===== src/hdl/sorted_key_table_insert_macros.svh =====
// Assertion helpers for the sorted key table RTL
`ifndef SORTED_KEY_TABLE_INSERT_MACROS_SVH
`define SORTED_KEY_TABLE_INSERT_MACROS_SVH

// same-cycle implication, disabled in reset
`define SKTI_ASSERT_IMPL(label, clk, rstn, ante, cons) \
    label: assert property (@(posedge clk) disable iff (!(rstn)) (ante) |-> (cons)) \
        else $error("assertion failed: label");

// next-cycle implication, disabled in reset
`define SKTI_ASSERT_NEXT(label, clk, rstn, ante, cons) \
    label: assert property (@(posedge clk) disable iff (!(rstn)) (ante) |=> (cons)) \
        else $error("assertion failed: label");

`endif


===== src/hdl/skti_pkg.sv =====
package skti_pkg;

    localparam int CAPACITY  = 64;
    localparam int IDX_W     = $clog2(CAPACITY);
    localparam int CNT_W     = $clog2(CAPACITY + 1);
    localparam int KEY_BYTES = 20;
    localparam int KEY_W     = 8 * KEY_BYTES;
    localparam int KH_W      = 32;
    localparam int KM_W      = 64;
    localparam int KL_W      = 64;
    localparam int PHONE_W   = 34;

    localparam logic [1:0] REQ_INSERT = 2'd0;
    localparam logic [1:0] REQ_READ   = 2'd1;
    localparam logic [1:0] REQ_CLEAR  = 2'd2;

    localparam logic [1:0] STAT_DONE  = 2'd0;
    localparam logic [1:0] STAT_DUP   = 2'd1;
    localparam logic [1:0] STAT_FULL  = 2'd2;
    localparam logic [1:0] STAT_RANGE = 2'd3;

    typedef logic [KEY_W-1:0] key_t;

    typedef struct packed {
        logic [KH_W-1:0]    key_high;
        logic [KM_W-1:0]    key_mid;
        logic [KL_W-1:0]    key_low;
        logic [PHONE_W-1:0] phone;
    } entry_t;

    // per-cell control from the sequencer
    typedef struct packed {
        logic capture;   // word accepted: latch compare flags
        logic occupied;  // cell index below entry count
        logic sel;       // cell index equals read index
        logic apply;     // insert commits this cycle
        logic last;      // cell index equals entry count
    } cell_ctl_t;

    function automatic logic [IDX_W-1:0] onehot_to_idx(input logic [CAPACITY-1:0] vec);
        logic [IDX_W-1:0] idx;
        idx = '0;
        for (int i = 0; i < CAPACITY; i++) begin
            if (vec[i]) begin
                idx = idx | IDX_W'(i);
            end
        end
        return idx;
    endfunction

endpackage


===== src/hdl/skti_cell.sv =====
module skti_cell
    import skti_pkg::*;
(
    input  logic      aclk,
    input  logic      aresetn,
    input  cell_ctl_t ctl,
    input  key_t      cap_key,
    input  entry_t    new_entry,
    input  entry_t    left_entry,
    input  logic      left_gt,
    output entry_t    entry,
    output logic      gt_flag,
    output logic      eq_flag,
    output logic      sel_flag
);

    entry_t entry_reg;
    logic   gt_reg;
    logic   eq_reg;
    logic   sel_reg;
    key_t   stored_key;

    assign stored_key = {entry_reg.key_high, entry_reg.key_mid, entry_reg.key_low};

    always_ff @(posedge aclk) begin
        if (!aresetn) begin
            gt_reg  <= 1'b0;
            eq_reg  <= 1'b0;
            sel_reg <= 1'b0;
        end else if (ctl.capture) begin
            // gt: stored entry sorts above the new key and must move up
            gt_reg  <= ctl.occupied && (cap_key < stored_key);
            eq_reg  <= ctl.occupied && (cap_key == stored_key);
            sel_reg <= ctl.sel;
        end
    end

    always_ff @(posedge aclk) begin
        if (ctl.apply) begin
            if (left_gt) begin
                entry_reg <= left_entry;
            end else if (gt_reg || ctl.last) begin
                entry_reg <= new_entry;
            end
        end
    end

    assign entry    = entry_reg;
    assign gt_flag  = gt_reg;
    assign eq_flag  = eq_reg;
    assign sel_flag = sel_reg;

endmodule


===== config.mk =====
export PLATFORM = sky130hd
export DESIGN_NAME = skti_cell
export DESIGN_NICKNAME = d
export VERILOG_FILES = /design/src/hdl/sorted_key_table_insert_macros.svh /design/src/hdl/skti_pkg.sv /design/src/hdl/skti_cell.sv
export SDC_FILE = /design/constraint.sdc
export NUM_CORES = 1
export LEC_CHECK = 0
export BUFFER_PORTS_ARGS = -buffer_cell sky130_fd_sc_hd__buf_4
export CORE_AREA = 3 3 293 295
export DETAILED_ROUTE_END_ITERATION = 8
export DIE_AREA = 0 0 296 298
export PLACE_DENSITY_LB_ADDON = 0.12
export SLEW_MARGIN = 5
export SYNTH_ARGS = -nofsm -noshare
export SYNTH_HDL_FRONTEND = slang
export SYNTH_SLANG_ARGS = --single-unit
export TNS_END_PERCENT = 1

===== constraint.sdc =====
create_clock -name aclk -period 13 [get_ports aclk]
set_input_delay 2.6 -clock aclk [delete_from_list [all_inputs] [get_ports aclk]]
set_output_delay 2.6 -clock aclk [all_outputs]
set_load 0.02 [all_outputs]

==> flow_summary_export.csv <==
group,metric,value,unit
worst_setup_path,r2r_slack,9.56,ns
global_routing,track_usage,12.5,%
worst_setup_path,cp_max_fo,58,
clock_tree,cts_setup_buffers,0,
synth,synth_flop_cell,"edfxtp_1",
synth,synthMuxAreaShare,17.9,%
worst_setup_path,crit_arrival,5.37,ns
worst_setup_path,cp.required,13.10,ns
placed_design,dp_hpwl,49200,µm
floorplan,die_w,296,µm
timing,clock_skew,0.0219,ns
drt,vias,10600,
synth,syn_nets,1717,
timing,timing.setup.tns,0,ns
timing,finalCritPeriodShare,40.5,%
synth,synth.avg_cell_area,12.2,µm²
synth,synth_seq_cells,197,
floorplan,ios,753,
timing,slew_viol_final,0,
layout,regArea,0.00589,mm²
synth,synth_top_family_by_area,"multiplexers",
drt,ant_nets,0,
floorplan,die_h,298,µm
global_routing,grt_antenna_before_repair,9,
drt,vias_per_cell,3.70,
hold_path,hold_path.class,"reg2reg",
timing,max_freq,190,MHz
clock_tree,ctsResizeCount,0,
drt,dr.pass1.iters,4,
synth,ys_seq_area_share,48.1,%
layout,fin_cells,2850,
clock_tree,clk_path_buf_depth,2,
layout,areaGrowthSynthToFinish,61.7,%
layout,final_util,23.7,%
floorplan,coreArea,0.0834,mm²
floorplan,initial_core_util,14.7,%
layout,nFillCells,9019,
synth,synth_edf_count,194,
pwr,power_density,92.3,mW/mm²
global_routing,grt_pass1_wl,78600,µm
global_routing,grt_start_max_net_pins,64,
timing,setup_viol,0,
timing,rsz0062_at_grt,"no",
floorplan,row_count,106,
synth,ys_async_sr_fraction,0,%
worst_setup_path,crit_type,"in2reg",
worst_setup_path,r2r_cells,9,
synth,synth-simple-area-share,5.16,%
status,outcome,"finished, final reports clean",
timing,tightest_slew,0.913,ns
clock_tree,clock_sinks,197,
synth,yosysUniqueCellTypes,40,
drt,totalWireLength,57200,µm
placed_design,gp_congestion,0.769,
timing,final_hold_viol_count,0,
timing,slew_headroom,39.1,%
layout,largest_register_ffs,194,
clock_tree,cts_tree,"built",
clock_tree,htree_levels,4,
layout,multiInputGateArea,0.00566,mm²
placed_design,port_buffers,752,
layout,drive_gt1_share,55.9,%
clock_tree,numCtsBuffers,17,
drt,drc,0,
drt,drtIter0Drc,301,
placed_design,post-place-cells,2817,
layout,nets,2472,
floorplan,design.die.area,0.0882,mm²
clock_tree,clk_latency,0.49,ns
synth,synth_cells,1001,
hold_path,whs_path_depth,2,
run,max-cap-violations,0,
pwr,ir_worst_vdd,0.0967,mV
synth,synthXorXnorAreaFrac,0,%
global_routing,grt_pass1_vias,11800,
clock_tree,cts-root-buf,"clkbuf_16",
synth,synthAdderAreaFrac,16.4,%
global_routing,grt-ovfl-total,0,
clock_tree,hold_buffers,0,
clock_tree,clk_pin_slew,0.10,ns
timing,fin_crit,5.26,ns
synth,synth_compound_area_share,6.75,%
pwr,p_leak,0.00917,µW
drt,avgRoutedWirePerCell,20.1,µm
synth,synth_warnings,0,
worst_setup_path,crit_path_end_kind,"register",
worst_setup_path,start_kind,"input pin",
synth,netlist_area,0.0122,mm²
## worst paths after layout
kind                    from         end
setup reg to reg  entry[128]     gt_flag
setup / recovery     left_gt  entry[108]
hold reg to reg      eq_flag     eq_flag
hold / removal       eq_flag     eq_flag
## power breakdown
part	total [µW]	switching [µW]	internal, µW
Clock	561	304	257
Sequential	779	24.8	755
Combinational	487	233	253
## per-layer routing
layer	routed length, µm	GRT usage [%]	part of all wire, %
met5	40	0	0.070
met1	19700	12.3	34
met3	5410	4.95	9.5
met4	710	2.73	1.2
met2	31300	24.4	55
## kinds of logic (layout without fill, tap and decap cells)
family | count (synthesis) | after routing
buf+inv | 186 | 954
flops | 197 | 197
fa+ha+maj | 160 | 160
other cells | 0 | 1
simple gates | 130 | 130
mux | 195 | 195
compound gates | 133 | 133
## final cells by class
type | count | share of cell area, %
Clock inverter | 15 | 0.765
Sequential cell | 197 | 29.7
Timing Repair Buffer | 758 | 28.8
Clock buffer | 17 | 2.15
Multi-Input combinational cell | 618 | 28.6
Antenna cell | 1 | 0.0126
Inverter | 164 | 3.11
Tap cell | 1080 | 6.83
## cells in the final DEF, fill, tap and decap left out, drive strengths merged, types with 3 or more instances in the layout
cell type  synthesis  layout
nor4               7       7
nor2b              3       3
a221o              5       5
buf                3     757
a211oi             8       8
inv              164     174
dfxtp              3       3
clkinv             0       5
o211ai             3       3
a21oi             64      64
mux2             194     194
a211o              3       3
o21ai             25      25
nand4             25      25
edfxtp           194     194
nand2             43      43
clkbuf            19      18
ha               160     160
nand3             22      22
nor3               6       6
nor2              19      19
a21o              12      12
## worst max-delay path, stage by stage
cell      delay, ns
clkbuf_8       0.38
o31a_2         0.76
buf_4          0.67
buf_4          0.76
## synth_stat cells (2+ instances only)
cell,n,area share (%)
o21ai_0,23,0.94
buf_2,2,0.082
a211o_1,3,0.21
clkbuf_1,19,0.58
inv_1,164,5.0
a22oi_1,2,0.12
a211oi_1,7,0.43
nor3_1,6,0.25
nand2_1,43,1.3
o31a_1,2,0.14
nand4_1,25,1.3
a221o_1,5,0.41
nand2b_1,2,0.10
o211ai_1,3,0.18
nor4_1,7,0.36
a21o_1,12,0.74
nor2b_1,3,0.15
o21ai_1,2,0.082
nand3_1,22,0.90
and4_1,2,0.14
dfxtp_1,3,0.49
nor2_1,19,0.58
a21oi_1,63,2.6
mux2_2,194,18
ha_1,160,16
edfxtp_1,194,48
## metrics by stage
step	setup slack (ns)	hold WS, ns	cell area (µm²)	power [µW]
6_report	7.74	0.517	19800	1830
5_1_grt	7.51	0.550	19800	1940
4_1_cts	7.69	0.527	19800	1880
3_5_place_dp	7.11	0.508	19200	1290
3_3_place_gp	7.19	0.507	19200	1290
2_1_floorplan	4.22	0.541	12200	1020
No activity file was read; power rests on OpenSTA's default activity.
